===== config.mk =====
export PLATFORM = sky130hd
export DESIGN_NAME = spi_adc_sample_sequencer_top
export DESIGN_NICKNAME = d
export VERILOG_FILES = /design/src/hw/rtl/sass_pkg.sv /design/src/hw/rtl/spi_adc_sample_sequencer_top.sv
export SDC_FILE = /design/constraint.sdc
export NUM_CORES = 1
export LEC_CHECK = 0
export ABC_AREA = 1
export BUFFER_PORTS_ARGS = -buffer_cell sky130_fd_sc_hd__buf_2
export CAP_MARGIN = 40
export CELL_PAD_IN_SITES_DETAIL_PLACEMENT = 1
export CELL_PAD_IN_SITES_GLOBAL_PLACEMENT = 1
export CORE_UTILIZATION = 43
export CTS_CLUSTER_SIZE = 30
export DETAILED_ROUTE_END_ITERATION = 10
export PLACE_DENSITY_LB_ADDON = 0.1
export REMOVE_ABC_BUFFERS = 1
export SYNTH_ARGS = -nofsm -noshare
export SYNTH_HDL_FRONTEND = slang
export SYNTH_SLANG_ARGS = --single-unit

===== constraint.sdc =====
create_clock -name clk -period 3.4 [get_ports clk]
set_clock_uncertainty 0.05 [all_clocks]
set_input_delay 0.51 -clock clk [delete_from_list [all_inputs] [get_ports clk]]
set_output_delay 0.51 -clock clk [all_outputs]
set_load 0.02 [all_outputs]

===== src/hw/rtl/sass_pkg.sv =====
// Package: types, codes, reset values and helpers for the SPI ADC sample sequencer.
package sass_pkg;

  localparam int unsigned NUM_CHAN = 4;
  localparam logic [3:0] NUM_PORTS = 4'd4;

  typedef enum logic [3:0] {
    M_INIT      = 4'd0,
    M_INIT_BUSY = 4'd1,
    M_BACKOFF   = 4'd2,
    M_IDLE      = 4'd3,
    M_TX        = 4'd4,
    M_RX        = 4'd6,
    M_WAIT      = 4'd8,
    M_ERROR     = 4'd9
  } mode_t;

  typedef enum logic [2:0] {
    FN_SINGLE   = 3'd0,
    FN_START    = 3'd1,
    FN_STOP     = 3'd2,
    FN_TICK     = 3'd3,
    FN_SENT     = 3'd4,
    FN_NOT_BUSY = 3'd5,
    FN_READ     = 3'd6,
    FN_INIT     = 3'd7
  } func_t;

  localparam logic [1:0] ACT_NONE   = 2'd0;
  localparam logic [1:0] ACT_SEND   = 2'd1;
  localparam logic [1:0] ACT_READ   = 2'd2;
  localparam logic [1:0] ACT_SAMPLE = 2'd3;

  localparam logic [2:0] ST_OK      = 3'd0;
  localparam logic [2:0] ST_BUSY    = 3'd1;
  localparam logic [2:0] ST_INVALID = 3'd2;
  localparam logic [2:0] ST_NOPERM  = 3'd3;
  localparam logic [2:0] ST_SEQERR  = 3'd4;

  localparam logic [2:0] REG_CMD_0 = 3'd0;
  localparam logic [2:0] REG_CMD_1 = 3'd1;
  localparam logic [2:0] REG_CMD_2 = 3'd2;
  localparam logic [2:0] REG_CMD_3 = 3'd3;
  localparam logic [2:0] REG_TAG_0 = 3'd4;
  localparam logic [2:0] REG_TAG_1 = 3'd5;
  localparam logic [2:0] REG_TAG_2 = 3'd6;
  localparam logic [2:0] REG_TAG_3 = 3'd7;

  localparam logic [7:0] CMD_RST_0 = 8'd150;
  localparam logic [7:0] CMD_RST_1 = 8'd214;
  localparam logic [7:0] CMD_RST_2 = 8'd166;
  localparam logic [7:0] CMD_RST_3 = 8'd230;

  typedef struct packed {
    mode_t       mode;
    logic        periodic_on;
    logic        single_on;
    logic [1:0]  owner_port;
    logic        owner_set;
    logic        caller_valid;
    logic        cmd_sent;
    logic        adc_idle;
    logic [15:0] samples_started;
    logic [15:0] samples_wanted;
    logic [7:0]  cmd_latch;
  } seq_state_t;

  typedef struct packed {
    seq_state_t  s;
    logic [1:0]  act;
    logic [2:0]  st;
  } conv_t;

  function automatic seq_state_t seq_reset(input seq_state_t s_in);
    seq_state_t r;
    r = s_in;
    r.caller_valid    = 1'b0;
    r.owner_set       = 1'b0;
    r.owner_port      = 2'd0;
    r.periodic_on     = 1'b0;
    r.single_on       = 1'b0;
    r.mode            = M_IDLE;
    r.samples_started = 16'd0;
    return r;
  endfunction

  function automatic conv_t start_conv(input seq_state_t s_in, input logic [1:0] p,
                                       input logic [7:0] cmd);
    conv_t r;
    logic  go;
    r.s   = s_in;
    r.act = ACT_NONE;
    r.st  = ST_OK;
    go    = 1'b0;
    if (s_in.mode == M_INIT_BUSY || s_in.mode == M_TX) begin
      r.st = ST_BUSY;
    end else if (s_in.mode == M_BACKOFF || s_in.mode == M_INIT || s_in.mode == M_IDLE) begin
      if (s_in.mode != M_IDLE) begin
        r.s.mode = M_INIT_BUSY;
      end
      if (!s_in.periodic_on && s_in.owner_set) begin
        r.st = ST_BUSY;
      end else if (s_in.periodic_on && (!s_in.owner_set || s_in.owner_port != p)) begin
        r.st = ST_BUSY;
      end else begin
        if (!s_in.periodic_on) begin
          r.s.single_on = 1'b1;
        end
        if ({2'b00, p} >= NUM_PORTS) begin
          r.st = ST_INVALID;
        end else begin
          r.s.owner_port   = p;
          r.s.owner_set    = 1'b1;
          r.s.caller_valid = 1'b1;
          r.s.cmd_latch    = cmd;
          go               = 1'b1;
        end
      end
    end else if (s_in.mode != M_WAIT) begin
      r.s  = seq_reset(s_in);
      r.st = ST_INVALID;
    end else begin
      go = 1'b1;
    end
    if (go) begin
      r.s.cmd_sent = 1'b0;
      r.s.adc_idle = 1'b0;
      if (r.s.mode != M_INIT_BUSY) begin
        r.s.mode = M_TX;
      end
      r.act = ACT_SEND;
    end
    return r;
  endfunction

endpackage


===== src/hw/rtl/spi_adc_sample_sequencer_top.sv =====
// Top level: event-driven sample sequencer for a four-channel SPI converter.
// Each input beat is one event and yields exactly one result beat. When an
// event is taken, the sequencer state updates and the result lands in the
// output register on the accepting edge, so a new event is accepted every cycle
// while the output register is empty or being drained; throughput is one event
// per clock. The configuration port is always ready; the user must write it
// only while the block is idle, which the block itself does not enforce.
module spi_adc_sample_sequencer_top (
  input  logic        clk,
  input  logic        rst,
  input  logic        s_tvalid,
  output logic        s_tready,
  // port[1:0], forced[2], sample_count[18:3], rx_byte_hi[26:19],
  // rx_byte_mid[34:27], rx_byte_lo[42:35], rx_len[44:43], zero pad [47:45]
  input  logic [47:0] s_tdata,
  // func[2:0]
  input  logic [2:0]  s_tuser,
  output logic        m_tvalid,
  input  logic        m_tready,
  // command_byte[7:0], sample_value[23:8], sample_tag[31:24], status[34:32],
  // zero pad [39:35]
  output logic [39:0] m_tdata,
  // action[1:0]
  output logic [1:0]  m_tuser,
  input  logic        cfg_valid,
  output logic        cfg_ready,
  input  logic [2:0]  cfg_index,
  input  logic [7:0]  cfg_data
);

  logic [7:0] chan_cmd [sass_pkg::NUM_CHAN];
  logic [7:0] tag      [sass_pkg::NUM_CHAN];

  sass_pkg::seq_state_t seq;
  sass_pkg::seq_state_t seq_next;
  sass_pkg::conv_t      conv;

  sass_pkg::func_t ev_func;
  logic [1:0]  ev_port;
  logic        ev_force;
  logic [15:0] ev_count;
  logic [7:0]  ev_hi;
  logic [7:0]  ev_mid;
  logic [7:0]  ev_lo;
  logic [1:0]  ev_len;

  logic [1:0]  act;
  logic [2:0]  st;
  logic [15:0] value;
  logic [7:0]  tg;
  logic [7:0]  cmd_out;
  logic        accept;

  assign ev_func  = sass_pkg::func_t'(s_tuser);
  assign ev_port  = s_tdata[1:0];
  assign ev_force = s_tdata[2];
  assign ev_count = s_tdata[18:3];
  assign ev_hi    = s_tdata[26:19];
  assign ev_mid   = s_tdata[34:27];
  assign ev_lo    = s_tdata[42:35];
  assign ev_len   = s_tdata[44:43];

  assign s_tready  = !m_tvalid || m_tready;
  assign accept    = s_tvalid && s_tready;
  assign cfg_ready = 1'b1;

  always_comb begin
    seq_next = seq;
    conv     = '0;
    act      = sass_pkg::ACT_NONE;
    st       = sass_pkg::ST_OK;
    value    = 16'd0;
    tg       = 8'd0;
    unique case (ev_func)
      sass_pkg::FN_SINGLE: begin
        conv     = sass_pkg::start_conv(seq, ev_port, chan_cmd[ev_port]);
        seq_next = conv.s;
        act      = conv.act;
        st       = conv.st;
      end
      sass_pkg::FN_START: begin
        if (seq.owner_set) begin
          st = sass_pkg::ST_BUSY;
        end else begin
          seq_next.samples_wanted  = ev_count;
          seq_next.samples_started = 16'd0;
          seq_next.owner_port      = ev_port;
          seq_next.owner_set       = 1'b1;
          seq_next.periodic_on     = 1'b1;
          seq_next.single_on       = 1'b0;
        end
      end
      sass_pkg::FN_STOP: begin
        if (!ev_force && (!seq.owner_set || seq.owner_port != ev_port)) begin
          st = sass_pkg::ST_NOPERM;
        end else begin
          seq_next = sass_pkg::seq_reset(seq);
        end
      end
      sass_pkg::FN_TICK: begin
        if (seq.periodic_on) begin
          conv = sass_pkg::start_conv(seq, seq.owner_port, chan_cmd[seq.owner_port]);
          act  = conv.act;
          st   = conv.st;
          if (conv.st != sass_pkg::ST_OK) begin
            seq_next = sass_pkg::seq_reset(conv.s);
          end else begin
            seq_next = conv.s;
          end
        end
      end
      sass_pkg::FN_SENT: begin
        seq_next.cmd_sent = 1'b1;
        if (seq.adc_idle) begin
          seq_next.samples_started = seq.samples_started + 16'd1;
          if (seq.mode != sass_pkg::M_INIT_BUSY) begin
            seq_next.mode = sass_pkg::M_RX;
          end
          act = sass_pkg::ACT_READ;
        end
      end
      sass_pkg::FN_NOT_BUSY: begin
        seq_next.adc_idle = 1'b1;
        if (seq.mode != sass_pkg::M_TX && seq.mode != sass_pkg::M_INIT_BUSY) begin
          seq_next = sass_pkg::seq_reset(seq_next);
          st       = sass_pkg::ST_SEQERR;
        end else if (seq.cmd_sent) begin
          seq_next.samples_started = seq.samples_started + 16'd1;
          if (seq.mode != sass_pkg::M_INIT_BUSY) begin
            seq_next.mode = sass_pkg::M_RX;
          end
          act = sass_pkg::ACT_READ;
        end
      end
      sass_pkg::FN_READ: begin
        if (seq.mode != sass_pkg::M_INIT_BUSY && seq.caller_valid && ev_len == 2'd3) begin
          value = {ev_hi[6:0], ev_mid, ev_lo[7]};
          tg    = tag[seq.owner_port];
          act   = sass_pkg::ACT_SAMPLE;
        end
        if (seq.periodic_on && seq.samples_started < seq.samples_wanted) begin
          seq_next.mode = sass_pkg::M_WAIT;
        end else begin
          seq_next = sass_pkg::seq_reset(seq);
        end
      end
      sass_pkg::FN_INIT: begin
        seq_next.owner_set   = 1'b0;
        seq_next.owner_port  = 2'd0;
        seq_next.periodic_on = 1'b0;
        seq_next.single_on   = 1'b0;
        conv     = sass_pkg::start_conv(seq_next, 2'd0, chan_cmd[0]);
        seq_next = conv.s;
        act      = conv.act;
        st       = conv.st;
        if (conv.st != sass_pkg::ST_OK) begin
          seq_next.owner_set   = 1'b0;
          seq_next.owner_port  = 2'd0;
          seq_next.periodic_on = 1'b0;
          seq_next.single_on   = 1'b0;
        end
        seq_next.caller_valid = 1'b0;
        seq_next.mode         = sass_pkg::M_INIT_BUSY;
      end
      default: begin
        seq_next = seq;
      end
    endcase
    cmd_out = (act == sass_pkg::ACT_SEND) ? seq_next.cmd_latch : 8'd0;
  end

  always_ff @(posedge clk) begin
    if (rst) begin
      seq.mode            <= sass_pkg::M_INIT;
      seq.periodic_on     <= 1'b0;
      seq.single_on       <= 1'b0;
      seq.owner_port      <= 2'd0;
      seq.owner_set       <= 1'b0;
      seq.caller_valid    <= 1'b0;
      seq.cmd_sent        <= 1'b0;
      seq.adc_idle        <= 1'b0;
      seq.samples_started <= 16'd0;
      seq.samples_wanted  <= 16'd0;
      seq.cmd_latch       <= 8'd0;
    end else if (accept) begin
      seq <= seq_next;
    end
  end

  always_ff @(posedge clk) begin
    if (rst) begin
      chan_cmd[0] <= sass_pkg::CMD_RST_0;
      chan_cmd[1] <= sass_pkg::CMD_RST_1;
      chan_cmd[2] <= sass_pkg::CMD_RST_2;
      chan_cmd[3] <= sass_pkg::CMD_RST_3;
      tag[0]      <= 8'd0;
      tag[1]      <= 8'd1;
      tag[2]      <= 8'd2;
      tag[3]      <= 8'd3;
    end else if (cfg_valid && cfg_ready) begin
      unique case (cfg_index)
        sass_pkg::REG_CMD_0: chan_cmd[0] <= cfg_data;
        sass_pkg::REG_CMD_1: chan_cmd[1] <= cfg_data;
        sass_pkg::REG_CMD_2: chan_cmd[2] <= cfg_data;
        sass_pkg::REG_CMD_3: chan_cmd[3] <= cfg_data;
        sass_pkg::REG_TAG_0: tag[0]      <= cfg_data;
        sass_pkg::REG_TAG_1: tag[1]      <= cfg_data;
        sass_pkg::REG_TAG_2: tag[2]      <= cfg_data;
        sass_pkg::REG_TAG_3: tag[3]      <= cfg_data;
        default: tag[3] <= tag[3];
      endcase
    end
  end

  always_ff @(posedge clk) begin
    if (rst) begin
      m_tvalid <= 1'b0;
    end else if (accept) begin
      m_tvalid <= 1'b1;
    end else if (m_tready) begin
      m_tvalid <= 1'b0;
    end
  end

  always_ff @(posedge clk) begin
    if (accept) begin
      m_tdata <= {5'd0, st, tg, value, cmd_out};
      m_tuser <= act;
    end
  end

endmodule


## Word level (Yosys, flattened, before mapping)

Memories as Yosys holds them, arrays and structs flattened. A register that Yosys moved wholly into a read port is not among the register bits.
Index checks and enable logic that the tools add are counted.

| storage, ports and cells | value |
|---|---|
| ROM bits | 0 |
| bits in writable memories | 64 |
| latch bits | 0 |
| word-level logic and storage cells | 277 |
| flip-flop bits (word level) | 89 |
| memories kept | 2 |
| bits of input ports | 67 |

| operators by class | value |
|---|---|
| shifts and indexed selects | 0 |
| $add $sub $neg | 1 |
| divide/modulo/power cells | 0 |
| $mul | 0 |
| reduce and logical (&&, ||, !) cells | 41 |
| magnitude comparators | 1 |
| mux-type cells | 153 |
| equality and inequality tests | 51 |
| bitwise gates (word level) | 13 |

Memory list:

| memory | words | width | rd ports | clocked after Yosys merged registers in | wr ports | line | source |
|---|---|---|---|---|---|---|---|
| chan_cmd | 4 | 8 | 3 | 1 | 4 | spi_adc_sample_sequencer_top.sv:31 | `logic [7:0] chan_cmd [sass_pkg::NUM_CHAN];` |
| tag | 4 | 8 | 1 | 1 | 4 | spi_adc_sample_sequencer_top.sv:32 | `logic [7:0] tag [sass_pkg::NUM_CHAN];` |

Operators by type and width:

| operator | number |
|---|---|
| $mux 52 | 10 |
| $mux 8 | 16 |
| $pmux 16 s8 | 1 |
| $mux 34 | 3 |
| $mux 48 | 2 |
| $pmux 16 s6 | 1 |
| $mux 1 | 64 |
| $mux 16 | 3 |
| $mux 4 | 12 |
| $mux 43 | 1 |
| $reduce_and 14->1 | 3 |
| $pmux 8 s5 | 1 |
| $mux 5 | 7 |
| $pmux 5 s7 | 1 |
| $mux 3 | 11 |
| $mux 32 | 1 |
| $ne 2x2->1 const B | 14 |
| $pmux 4 s7 | 1 |
| $mux 2 | 13 |
| $eq 3x3->1 const B | 8 |
| $ne 3x3->1 const B | 7 |
| $pmux 3 s6 | 1 |
| $add 16x1->16 const B | 1 |
| $lt 16x16->1 | 1 |
| 33 further kinds | 77 |

## Logic depth before layout (Yosys ltp)

Gate-level depths: netlist (run 1).

| depth | value |
|---|---|
| depth in word-level cells | 16 |
| mapped depth | 16 |
| mapped depth without buffers | 16 |

## Worst setup path after synthesis (run 1)

OpenSTA, ideal clock, no wires.

| timing | value |
|---|---|
| path kind | input to register |
| start point | in m_tready |
| end point | reg m_tdata[0] (enable) |
| arrival | 2,288 ps |
| slack | 646 ps |
| library setup time | 415 ps |
| stages on the path | 5 |
| cell sequence | inv_1 > nand2_1 > nand2_1 > inv_1 > clkbuf_1 |

| on the way | value |
|---|---|
| cells in the longest elaborated chain, start to end | 2 |

Ends and longest elaborated chain:

| item | line | source |
|---|---|---|
| start, declared | spi_adc_sample_sequencer_top.sv:19 | `input logic m_tready,` |
| $logic_or 1x1->1 | spi_adc_sample_sequencer_top.sv:63 | `assign s_tready = !m_tvalid \|\| m_tready;` |
| via s_tready | spi_adc_sample_sequencer_top.sv:12 | `output logic s_tready,` |
| $logic_and 1x1->1 | spi_adc_sample_sequencer_top.sv:64 | `assign accept = s_tvalid && s_tready;` |
| via accept | spi_adc_sample_sequencer_top.sv:52 | `logic accept;` |
| end signal, assigned | spi_adc_sample_sequencer_top.sv:227 | `m_tdata <= {5'd0, st, tg, value, cmd_out};` |
| end, declared | spi_adc_sample_sequencer_top.sv:22 | `output logic [39:0] m_tdata,` |

The timed path passes the listed nets, and every way through them passes these cells.
A chain may end at the register's enable or synchronous reset.

## Worst setup path in the final report (run 1)

| timing | value |
|---|---|
| start point | reg seq[45] (netlist bit) |
| end point | reg seq[39] (netlist bit) |

| on the way | value |
|---|---|
| cells in the longest elaborated chain, start to end | 5 |

Ends and longest elaborated chain:

| item | line | source |
|---|---|---|
| start, declared | spi_adc_sample_sequencer_top.sv:34 | `sass_pkg::seq_state_t seq;` |
| start signal, assigned | spi_adc_sample_sequencer_top.sv:186 | `seq <= seq_next;` |
| $ne 2x2->1 | spi_adc_sample_sequencer_top.sv:94 | `if (!ev_force && (!seq.owner_set \|\| seq.owner_port != ev_port)) begin` |
| $logic_or 1x1->1 | spi_adc_sample_sequencer_top.sv:94 |  |
| $logic_and 1x1->1 | spi_adc_sample_sequencer_top.sv:94 |  |
| $ne 2x2->1 (no source line) | -- |  |
| $reduce_and 16->1 (no source line) | -- |  |

Every way passes these cells.

==> impl_metrics.json, run 1 <==
{
  "ant_nets": 0,
  "regToRegSetupSlack_ns": 0.71,
  "first_global_vias": 7335,
  "regToRegEndpoint": "seq[39]$_SDFFE_PP0P_",
  "holdCritPathClass": "primary input to flop",
  "cts-hold-fix-buffers": 0,
  "hold_viol_final": 0,
  "path_clk_slew_ns": 0.07,
  "rsz0062_at_grt": "false",
  "cts_buffers": 17,
  "final_net_count": 1273,
  "hold_path_end": "seq[14]$_SDFFE_PP0P_",
  "antenna_cells_inserted": 0,
  "crit_path_max_fanout": 20,
  "vias_per_cell": 5.26,
  "core_area_um2": 19500,
  "clkLatencyLatePin_ns": 0.43,
  "layout-drive-gt1-share": 0.152,
  "syn2layout_area_growth_pct": 15.5,
  "largest_net_degree_at_the_start_of_global_routing": 40,
  "worstSetupEndpointType": "flop",
  "ctsLongestPathBuffers": 2,
  "ys_types": 47,
  "critPathArrivalTime_ns": 2.97,
  "worst_r2r_path_cells": 9,
  "worst-slew-pin-transition_ns": 0.762,
  "maxCapViolations": 0,
  "timing.final.max_slew_violations": 0,
  "netlist_instances": 1092,
  "initial_utilization": 0.439,
  "worst_ep_required_time_ns": 3.68,
  "fp-row-count": 51,
  "drc": 0,
  "boundary_pin_count": 112,
  "drtIter0Drc": 404,
  "max_clock_freq_mhz": 371,
  "post-cts-setup-buffers": 0,
  "hold_path.startpoint": "s_tdata[9]",
  "min_period_ns": 2.69,
  "commonest_non_fill_non_tap_cell_in_the_layout": "sky130_fd_sc_hd__nor2_1",
  "vias": 7676,
  "whs_path_depth": 3,
  "status": "finished clean",
  "clock_root_buffer": "sky130_fd_sc_hd__clkbuf_16",
  "synth.ff_latch_count": 155,
  "cts_tree": "done",
  "globalRoute.totalOverflow": 0,
  "static-leakage-power_nw": 4.18,
  "power-per-cell-area_nw_per_um2": 499,
  "wl_per_cell_um": 16.6,
  "cts_resized": 0,
  "detail_route.first_pass.iterations": 4,
  "wire_length_of_the_first_global_routing_pass_mm": 38.7,
  "slew_headroom": 0.479,
  "cts_num_sinks": 155,
  "routabilityCongestion": 0.867,
  "tns_ns": 0,
  "synth_seq_area_share": 0.479,
  "area_of_the_die_um2": 20500,
  "r2r_start": "seq[45]$_SDFFE_PP0P_",
  "crit_path_launch_type": "flop",
  "critPathKind": "flop to flop",
  "final_min_period_over_clock_period": 0.793,
  "die_height_um": 143,
  "cts_htree_levels": 4,
  "finalSetupViolations": 0,
  "final_core_utilization": 0.507,
  "synth_async_sr_flop_share": 0,
  "grt_antenna_before_repair": 0,
  "syn_avg_cell_area_um2": 7.86,
  "synth.yosys.warnings": 0,
  "mappedNetlistArea_um2": 8580,
  "synth_top_flop_cell": "sky130_fd_sc_hd__edfxtp_1",
  "most-common-layout-cells": "sky130_fd_sc_hd__nor2_1 (193), sky130_fd_sc_hd__nand2_1 (174), sky130_fd_sc_hd__inv_1 (132), sky130_fd_sc_hd__o21ai_0 (117), sky130_fd_sc_hd__a21oi_1 (105)",
  "dp.final_hpwl_mm": 17.8,
  "postRouteWirelength_mm": 24.2,
  "peak_supply_drop_uv": 356,
  "grt_util_all_layers": 0.245,
  "die_w_um": 143,
  "number_of_port_buffers": 94,
  "synth_edf_count": 101
}
==> where the power goes <==
group,leakage (nW),switching (mW),internal [mW]
registers,1.44,0.0708,2.12
logic,2.45,0.565,0.239
clock network,0.298,0.950,1.00
total,4.18,1.59,3.36
==> layer usage <==
metal / up-vias / routed length (um) / GRT usage
met2: 164 / 11400 / 0.401
met5: - / 0 / 0
li1: 3788 / - / -
met3: 35 / 742 / 0.0352
met1: 3689 / 11600 / 0.335
met4: 0 / 482 / 0.0761
==> layout make-up <==
| class | instances | area (um2) |
|---|---|---|
| Clock buffer | 17 | 425 |
| Clock inverter | 15 | 184 |
| Fill cell | 2485 | 9620 |
| Inverter | 144 | 541 |
| Multi-Input combinational cell | 754 | 3720 |
| Sequential cell | 155 | 4110 |
| Tap cell | 265 | 332 |
| Timing Repair Buffer | 110 | 588 |
==> worst max-delay path by stage <==
stage                              start                  endpoint  slack [ns]  cells after the start
global route        seq[45]$_SDFFE_PP0P_      seq[35]$_SDFFE_PP0P_        0.49                      9
finish              seq[45]$_SDFFE_PP0P_      seq[39]$_SDFFE_PP0P_        0.71                      9
floorplan                       m_tready      seq[47]$_SDFFE_PP0P_        0.80                      9
CTS                 seq[45]$_SDFFE_PP0P_      seq[35]$_SDFFE_PP0P_        0.69                      9
detailed placement            s_tuser[0]  m_tdata[7]$_SDFFCE_PP0P_        0.53                     10
global placement              s_tuser[0]  m_tdata[2]$_SDFFCE_PP0P_        0.60                     10
==> worst max-delay path, stage by stage (launching register included) <==
cell	delay (ns)
sky130_fd_sc_hd__dfxtp_1	0.65
sky130_fd_sc_hd__inv_2	0.22
sky130_fd_sc_hd__nand2_1	0.12
sky130_fd_sc_hd__nand3_2	0.16
sky130_fd_sc_hd__a21oi_1	0.21
sky130_fd_sc_hd__nand2_1	0.11
sky130_fd_sc_hd__nor2_4	0.32
sky130_fd_sc_hd__nand3_2	0.44
sky130_fd_sc_hd__a21oi_1	0.26
sky130_fd_sc_hd__nor2_1	0.05
==> cells by family (layout without fill, tap and decap cells) <==
| kind of cell | count (synthesis) | after routing | share of synthesized area |
|---|---|---|---|
| xor+xnor | 7 | 7 | 0.00715 |
| simple gates | 463 | 463 | 0.230 |
| buf+inv | 187 | 286 | 0.0884 |
| other cells | 2 | 6 | 0.000875 |
| compound gates | 254 | 254 | 0.159 |
| flops | 155 | 155 | 0.479 |
| fa+ha+maj | 24 | 24 | 0.0350 |
==> cells in the mapped netlist (4+ instances only) <==
| master | n | area share |
|---|---|---|
| sky130_fd_sc_hd__clkbuf_1 | 22 | 0.0096 |
| sky130_fd_sc_hd__nand3_1 | 45 | 0.026 |
| sky130_fd_sc_hd__ha_1 | 24 | 0.035 |
| sky130_fd_sc_hd__xor2_1 | 6 | 0.0061 |
| sky130_fd_sc_hd__nor2_1 | 193 | 0.084 |
| sky130_fd_sc_hd__buf_2 | 9 | 0.0052 |
| sky130_fd_sc_hd__nand3_2 | 5 | 0.0058 |
| sky130_fd_sc_hd__nand2_1 | 174 | 0.076 |
| sky130_fd_sc_hd__a21oi_1 | 105 | 0.061 |
| sky130_fd_sc_hd__inv_1 | 133 | 0.058 |
| sky130_fd_sc_hd__a21oi_2 | 4 | 0.0041 |
| sky130_fd_sc_hd__inv_2 | 10 | 0.0044 |
| sky130_fd_sc_hd__nor3_1 | 15 | 0.0087 |
| sky130_fd_sc_hd__o21ai_0 | 117 | 0.068 |
| sky130_fd_sc_hd__dfxtp_1 | 54 | 0.13 |
| sky130_fd_sc_hd__edfxtp_1 | 101 | 0.35 |
| sky130_fd_sc_hd__buf_4 | 8 | 0.0070 |
| sky130_fd_sc_hd__o211ai_1 | 9 | 0.0079 |
| sky130_fd_sc_hd__nand2_2 | 4 | 0.0029 |
| sky130_fd_sc_hd__nand4_1 | 11 | 0.0080 |
==> registers in the layout (all words and copies together), names as in the netlist, named ones only <==
signal and cells:
chan_cmd 32, m_tdata 35, m_tuser 2, m_tvalid 1, seq 51, tag 32
==> per-stage QoR <==
step | cells | area, um2 | total power [mW] | hold slack [ns] | setup WS (ns)
after floorplan | 1053 | 8380 | 2.74 | 0.375 | 0.795
after global placement | 1427 | 9290 | 3.00 | 0.386 | 0.604
after detailed placement | 1428 | 9300 | 3.03 | 0.388 | 0.527
after CTS | 1460 | 9910 | 4.98 | 0.295 | 0.693
after global routing | 1460 | 9910 | 5.16 | 0.312 | 0.487
final | 1460 | 9910 | 4.95 | 0.301 | 0.705
Power figures use the tool's default switching activity.
==> run 2: changes to the inputs <==
--- a/config.mk
+++ b/config.mk
@@ -10,7 +10,7 @@
 export CAP_MARGIN = 40
 export CELL_PAD_IN_SITES_DETAIL_PLACEMENT = 1
 export CELL_PAD_IN_SITES_GLOBAL_PLACEMENT = 1
-export CORE_UTILIZATION = 43
+export CORE_UTILIZATION = 39
 export CTS_CLUSTER_SIZE = 30
 export DETAILED_ROUTE_END_ITERATION = 10
 export PLACE_DENSITY_LB_ADDON = 0.1
==> constraint.sdc (replaced) <==
create_clock -name clk -period 2.2 [get_ports clk]
set_clock_uncertainty 0.05 [all_clocks]
set_input_delay 0.33 -clock clk [delete_from_list [all_inputs] [get_ports clk]]
set_output_delay 0.33 -clock clk [all_outputs]
set_load 0.02 [all_outputs]
==> impl_metrics.json, run 2 (synthesis results as in run 1) <==
{
  "tns_ns": 0,
  "worst-slew-pin-transition_ns": 0.565,
  "antenna_cells_inserted": 0,
  "power.sequential.fraction": 0.431,
  "vias_per_cell": 5.05,
  "max_flop_register": "seq",
  "max_clock_freq_mhz": 483,
  "grt_antenna_before_repair": 0,
  "largest_register_ff_count": 51,
  "cts_buffers": 17,
  "maxCapViolations": 0,
  "die_height_um": 150,
  "number_of_fill_cells": 2669,
  "ctsLongestPathBuffers": 2,
  "final_worst_setup_slack_ns": 0.129,
  "boundary_pin_count": 112,
  "multiInputGateArea_um2": 3760,
  "timing.final.max_slew_violations": 0,
  "ant_nets": 0,
  "most-common-layout-cells": "sky130_fd_sc_hd__nor2_1 (191), sky130_fd_sc_hd__nand2_1 (172), sky130_fd_sc_hd__inv_1 (131), sky130_fd_sc_hd__o21ai_0 (116), sky130_fd_sc_hd__a21oi_1 (104)",
  "worstSetupEndpointType": "flop",
  "worst_ep_required_time_ns": 2.44,
  "first_global_vias": 7908,
  "min_period_ns": 2.07,
  "hold_viol_final": 0,
  "p_switching_mw": 2.42,
  "syn2layout_area_growth_pct": 21.8,
  "initial_utilization": 0.403,
  "core_area_um2": 21300,
  "drc": 0,
  "vias": 7709,
  "p_int_mw": 5.40,
  "finalSetupViolations": 0,
  "holdCritPathClass": "primary input to flop",
  "die_w_um": 150,
  "final_min_period_over_clock_period": 0.941,
  "critPathArrivalTime_ns": 2.32,
  "dp.final_hpwl_mm": 18.8,
  "critPathKind": "flop to flop",
  "largest_net_degree_at_the_start_of_global_routing": 54,
  "crit_path_max_fanout": 8,
  "peak_supply_drop_uv": 480,
  "ff_latch_area_um2": 4120,
  "final_net_count": 1329,
  "power-per-cell-area_nw_per_um2": 748,
  "cts_htree_levels": 4,
  "detail_route.first_pass.iterations": 4,
  "top_regs": "seq x51, m_tdata x35",
  "switching_share": 0.309,
  "commonest_non_fill_non_tap_cell_in_the_layout": "sky130_fd_sc_hd__nor2_1",
  "postRouteWirelength_mm": 24.8,
  "layout-drive-gt1-share": 0.197,
  "number_of_port_buffers": 94,
  "wire_length_of_the_first_global_routing_pass_mm": 40.7,
  "cts_num_sinks": 155,
  "path_clk_slew_ns": 0.08,
  "clock_root_buffer": "sky130_fd_sc_hd__clkbuf_16",
  "grt_util_all_layers": 0.232,
  "clkLatencyLatePin_ns": 0.43,
  "place_worst_setup_slack_ns": -0.0733,
  "crit_path_launch_type": "flop",
  "routabilityCongestion": 0.883,
  "final_core_utilization": 0.491,
  "clock_power_share": 0.389,
  "status": "finished clean",
  "globalRoute.totalOverflow": 0,
  "drtIter0Drc": 361,
  "fp-row-count": 53,
  "static-leakage-power_nw": 4.48,
  "area_of_the_die_um2": 22600,
  "power.share.combinational": 0.181,
  "cts_tree": "done",
  "wl_per_cell_um": 16.2,
  "slew_headroom": 0.623
}
==> run 2: cell types whose count changed in the layout (fill, tap and decap cells not counted), sizes merged <==
cell      change
inv           -2
bufinv        +1
clkinvlp      +2
clkinv        -1
buf          +56
==> run 2: final timing paths <==
check	slack [ns]	cells past startpoint	end	from
min	0.12	3	seq[14]$_SDFFE_PP0P_	s_tdata[9]
min reg2reg	0.39	2	seq[8]$_SDFFE_PP0P_	seq[8]$_SDFFE_PP0P_
max	0.13	13	seq[28]$_SDFFE_PP0P_	seq[17]$_SDFFE_PP0P_
max reg2reg	0.13	13	seq[28]$_SDFFE_PP0P_	seq[17]$_SDFFE_PP0P_
==> run 2: area by class of cell <==
| type | instances | area share |
|---|---|---|
| Tap cell | 275 | 0.0329 |
| Sequential cell | 155 | 0.394 |
| Clock buffer | 17 | 0.0407 |
| Multi-Input combinational cell | 754 | 0.360 |
| Timing Repair Buffer | 166 | 0.101 |
| Inverter | 144 | 0.0522 |
| Clock inverter | 15 | 0.0189 |
==> run 2: through the flow <==
step	hold slack (ns)	area (um2)	cells	total power [mW]
2_1_floorplan	0.349	8380	1053	4.24
3_3_place_gp	0.386	9720	1487	4.76
3_5_place_dp	0.388	9730	1489	4.80
4_1_cts	0.110	10400	1521	7.87
5_1_grt	0.139	10500	1526	8.17
6_report	0.122	10500	1526	7.82
==> run 2: repair_timing <==
item                                    4_1_cts  5_1_grt
endpoints found under the setup margin        1       22
resized for setup                             1       16
buffers inserted                              0        5
hold buffers                                  0        0
pin swaps                                     0        1
==> run 2: layer usage <==
| layer | routed length [um] | track usage | vias up | share of wire |
|---|---|---|---|---|
| li1 | - | - | 3902 | - |
| met1 | 11700 | 0.306 | 3672 | 0.47 |
| met2 | 12000 | 0.395 | 115 | 0.48 |
| met3 | 794 | 0.0318 | 20 | 0.032 |
| met4 | 275 | 0.0626 | 0 | 0.011 |
| met5 | 0 | 0 | - | 0 |
==> run 2: worst max-delay path, cell delays in order (launching register included) <==
cell	delay (ns)
sky130_fd_sc_hd__dfxtp_1	0.31
sky130_fd_sc_hd__inv_1	0.05
sky130_fd_sc_hd__ha_1	0.30
sky130_fd_sc_hd__nand2_1	0.07
sky130_fd_sc_hd__inv_1	0.04
sky130_fd_sc_hd__o21ai_0	0.21
sky130_fd_sc_hd__a21oi_2	0.10
sky130_fd_sc_hd__nor2_2	0.16
sky130_fd_sc_hd__nand3_4	0.14
sky130_fd_sc_hd__nand2_1	0.14
sky130_fd_sc_hd__clkinv_4	0.10
sky130_fd_sc_hd__buf_12	0.15
sky130_fd_sc_hd__nand3_1	0.07
sky130_fd_sc_hd__a21oi_1	0.07
==> run 2: power by group through the flow <==
stage,clock [mW],combinational [mW],sequential [mW]
after floorplan,0,0.764,3.47
after global placement,0,1.33,3.42
after detailed placement,0,1.37,3.43
after CTS,3.11,1.38,3.37
after global routing,3.19,1.59,3.39
final,3.04,1.41,3.37
==> run 3: changes to the inputs <==
--- a/config.mk
+++ b/config.mk
@@ -5,12 +5,12 @@
 export SDC_FILE = /design/constraint.sdc
 export NUM_CORES = 1
 export LEC_CHECK = 0
-export ABC_AREA = 1
+export ABC_AREA = 0
 export BUFFER_PORTS_ARGS = -buffer_cell sky130_fd_sc_hd__buf_2
 export CAP_MARGIN = 40
 export CELL_PAD_IN_SITES_DETAIL_PLACEMENT = 1
 export CELL_PAD_IN_SITES_GLOBAL_PLACEMENT = 1
-export CORE_UTILIZATION = 39
+export CORE_UTILIZATION = 42
 export CTS_CLUSTER_SIZE = 30
 export DETAILED_ROUTE_END_ITERATION = 10
 export PLACE_DENSITY_LB_ADDON = 0.1
==> impl_metrics.json, run 3 <==
{
  "vias": 7219,
  "die_height_um": 145,
  "power-per-cell-area_nw_per_um2": 668,
  "worst_r2r_path_cells": 11,
  "hold_viol_final": 0,
  "area_of_the_die_um2": 20900,
  "holdCritPathClass": "primary input to flop",
  "p_switching_mw": 2.14,
  "netlist_instances": 777,
  "mappedNetlistArea_um2": 8530,
  "max_clock_freq_mhz": 427,
  "antenna_cells_inserted": 0,
  "whs_path_depth": 3,
  "syn_avg_cell_area_um2": 11.0,
  "cts_tree": "done",
  "die_w_um": 145,
  "finalSetupViolations": 21,
  "fp-row-count": 51,
  "wire_length_of_the_first_global_routing_pass_mm": 42.7,
  "multiInputGateArea_um2": 4410,
  "ff_latch_area_um2": 4140,
  "critPathKind": "flop to flop",
  "cts_htree_levels": 4,
  "most-common-layout-cells": "sky130_fd_sc_hd__buf_4 (131), sky130_fd_sc_hd__edfxtp_1 (101), sky130_fd_sc_hd__buf_2 (94), sky130_fd_sc_hd__and2_1 (68), sky130_fd_sc_hd__nor2_1 (51)",
  "synth.ff_latch_count": 155,
  "crit_path_launch_type": "flop",
  "synth_async_sr_flop_share": 0,
  "postRouteWirelength_mm": 27.9,
  "crit_path_max_fanout": 7,
  "synthDominantAreaCellType": "sky130_fd_sc_hd__edfxtp_1",
  "initial_utilization": 0.434,
  "synth_seq_area_share": 0.482,
  "layout-drive-gt1-share": 0.379,
  "syn2layout_area_growth_pct": 31.7,
  "r2r_start": "seq[20]$_SDFFE_PP0P_",
  "switching_share": 0.284,
  "cts-hold-fix-buffers": 0,
  "synth_top_flop_cell": "sky130_fd_sc_hd__edfxtp_1",
  "ant_nets": 0,
  "routabilityCongestion": 0.893,
  "regToRegSetupSlack_ns": -0.14,
  "first_global_vias": 7669,
  "synth_top_cells_by_count": "sky130_fd_sc_hd__edfxtp_1 (101), sky130_fd_sc_hd__and2_1 (68), sky130_fd_sc_hd__nor2_1 (55)",
  "yosys.area.top_type_share": 0.356,
  "clock_root_buffer": "sky130_fd_sc_hd__clkbuf_16",
  "path_clk_slew_ns": 0.07,
  "p_int_mw": 5.37,
  "wl_per_cell_um": 22.0,
  "static-leakage-power_nw": 4.63,
  "netlist_top_cells_area": "sky130_fd_sc_hd__edfxtp_1 (36%), sky130_fd_sc_hd__dfxtp_1 (13%), sky130_fd_sc_hd__mux4_2 (5.8%)",
  "hold_path.startpoint": "s_tdata[8]",
  "largest_net_degree_at_the_start_of_global_routing": 41,
  "timing.final.max_slew_violations": 0,
  "worst-slew-pin-transition_ns": 0.710,
  "largest_register_ff_count": 51,
  "drtIter0Drc": 373,
  "final_min_period_over_clock_period": 1.06,
  "dp.final_hpwl_mm": 20.2,
  "peak_supply_drop_uv": 586,
  "globalRoute.totalOverflow": 0,
  "final_net_count": 1080,
  "critPathArrivalTime_ns": 2.62,
  "ys_types": 72,
  "worstSetupEndpointType": "flop",
  "cts_num_sinks": 155,
  "violations": "negative setup slack",
  "hold_path_end": "seq[13]$_SDFFE_PP0P_",
  "commonest_non_fill_non_tap_cell_in_the_layout": "sky130_fd_sc_hd__buf_4",
  "core_area_um2": 19700,
  "place_worst_setup_slack_ns": -0.410,
  "ctsLongestPathBuffers": 2,
  "yosys.cell_count.top_type": "sky130_fd_sc_hd__edfxtp_1",
  "slew_headroom": 0.522,
  "boundary_pin_count": 112,
  "drc": 0,
  "power.sequential.fraction": 0.443,
  "top_regs": "seq x51, m_tdata x35",
  "maxCapViolations": 0,
  "synth.yosys.warnings": 0,
  "synth_edf_count": 101,
  "power.share.combinational": 0.157,
  "number_of_fill_cells": 2150,
  "vias_per_cell": 5.70,
  "cts_buffers": 17,
  "clkLatencyLatePin_ns": 0.44,
  "grt_antenna_before_repair": 0,
  "status": "finished, violations left",
  "number_of_port_buffers": 94,
  "final_worst_setup_slack_ns": -0.139,
  "worst_ep_required_time_ns": 2.48,
  "grt_util_all_layers": 0.277,
  "rsz0062_at_grt": "true",
  "worst_hold_slack_ns": 0.0701,
  "clock_power_share": 0.400,
  "detail_route.first_pass.iterations": 5,
  "regToRegEndpoint": "seq[26]$_SDFFE_PP0P_",
  "max_flop_register": "seq",
  "min_period_ns": 2.34
}
-- run 3: cells by family after synthesis --
group           after synthesis  synth area share
xor+xnor                      3           0.00748
flops                       155             0.482
simple gates                304             0.192
buf+inv                      77            0.0453
fa+ha+maj                    24            0.0352
compound gates              164             0.144
mux                          48            0.0924
other cells                   2          0.000880
-- run 3: worst max-delay path by stage --
stage                                startpoint                       end  cells past startpoint  slack (ns)
after CTS                  seq[21]$_SDFFE_PP0P_      seq[26]$_SDFFE_PP0P_                     11       -0.06
after floorplan           m_tvalid$_SDFFE_PP0P_      seq[10]$_SDFFE_PP0P_                      6       -1.14
after detailed placement             s_tuser[1]      seq[45]$_SDFFE_PP0P_                      9       -0.41
final                      seq[20]$_SDFFE_PP0P_      seq[26]$_SDFFE_PP0P_                     11       -0.14
after global placement               s_tdata[0]  m_tdata[7]$_SDFFCE_PP0P_                      8       -0.24
after global routing       seq[22]$_SDFFE_PP0P_      seq[26]$_SDFFE_PP0P_                     11       -0.24
-- run 3: what timing repair did --
action	in CTS	in global routing
endpoints found under the setup margin	39	45
setup buffers	6	10
gates resized for setup	67	37
pin swaps	26	30
-- run 3: stage by stage --
stage	util	cell area [um2]	setup TNS [ns]	instances	total power, mW
2_1_floorplan	-	8260	-26.77	731	3.90
3_3_place_gp	0.513	10100	-5.35	1218	4.41
3_5_place_dp	0.514	10100	-8.90	1220	4.47
4_1_cts	0.559	11000	-0.500	1257	7.50
5_1_grt	0.572	11200	-3.86	1267	7.76
6_report	0.572	11200	-1.62	1267	7.51
-- run 3: routing by layer --
| layer | wire length [um] | vias to the layer above | track usage |
|---|---|---|---|
| met5 | 0 | - | 0 |
| met1 | 11600 | 3674 | 0.338 |
| met4 | 266 | 0 | 0.0709 |
| li1 | - | 3346 | - |
| met3 | 1090 | 24 | 0.0477 |
| met2 | 14900 | 175 | 0.499 |
-- run 3: critical path, cell delays in order, from the launching register on --
cell,delay (ns)
sky130_fd_sc_hd__dfxtp_2,0.34
sky130_fd_sc_hd__inv_2,0.05
sky130_fd_sc_hd__ha_4,0.26
sky130_fd_sc_hd__nand4_1,0.19
sky130_fd_sc_hd__nor2_2,0.17
sky130_fd_sc_hd__nand3_2,0.12
sky130_fd_sc_hd__buf_6,0.15
sky130_fd_sc_hd__o211ai_1,0.21
sky130_fd_sc_hd__buf_4,0.22
sky130_fd_sc_hd__buf_6,0.10
sky130_fd_sc_hd__o211ai_1,0.08
sky130_fd_sc_hd__a32o_1,0.28
-- run 3: power groups by stage --
stage / registers, mW / clock network (mW) / logic [mW]
global placement: 3.37 / 0 / 1.03
floorplan: 3.42 / 0 / 0.486
global route: 3.34 / 3.17 / 1.25
detailed placement: 3.39 / 0 / 1.08
finish: 3.33 / 3.01 / 1.18
CTS: 3.33 / 3.05 / 1.12
-- run 3: final cells by class --
| type | count | area share |
|---|---|---|
| multi-input cells | 549 | 0.393 |
| flip-flops and latches | 155 | 0.368 |
| repair buffers | 239 | 0.147 |
| clock buffers | 17 | 0.0379 |
| well taps | 265 | 0.0295 |
| clock inverters | 15 | 0.0155 |
| inverters | 27 | 0.00902 |
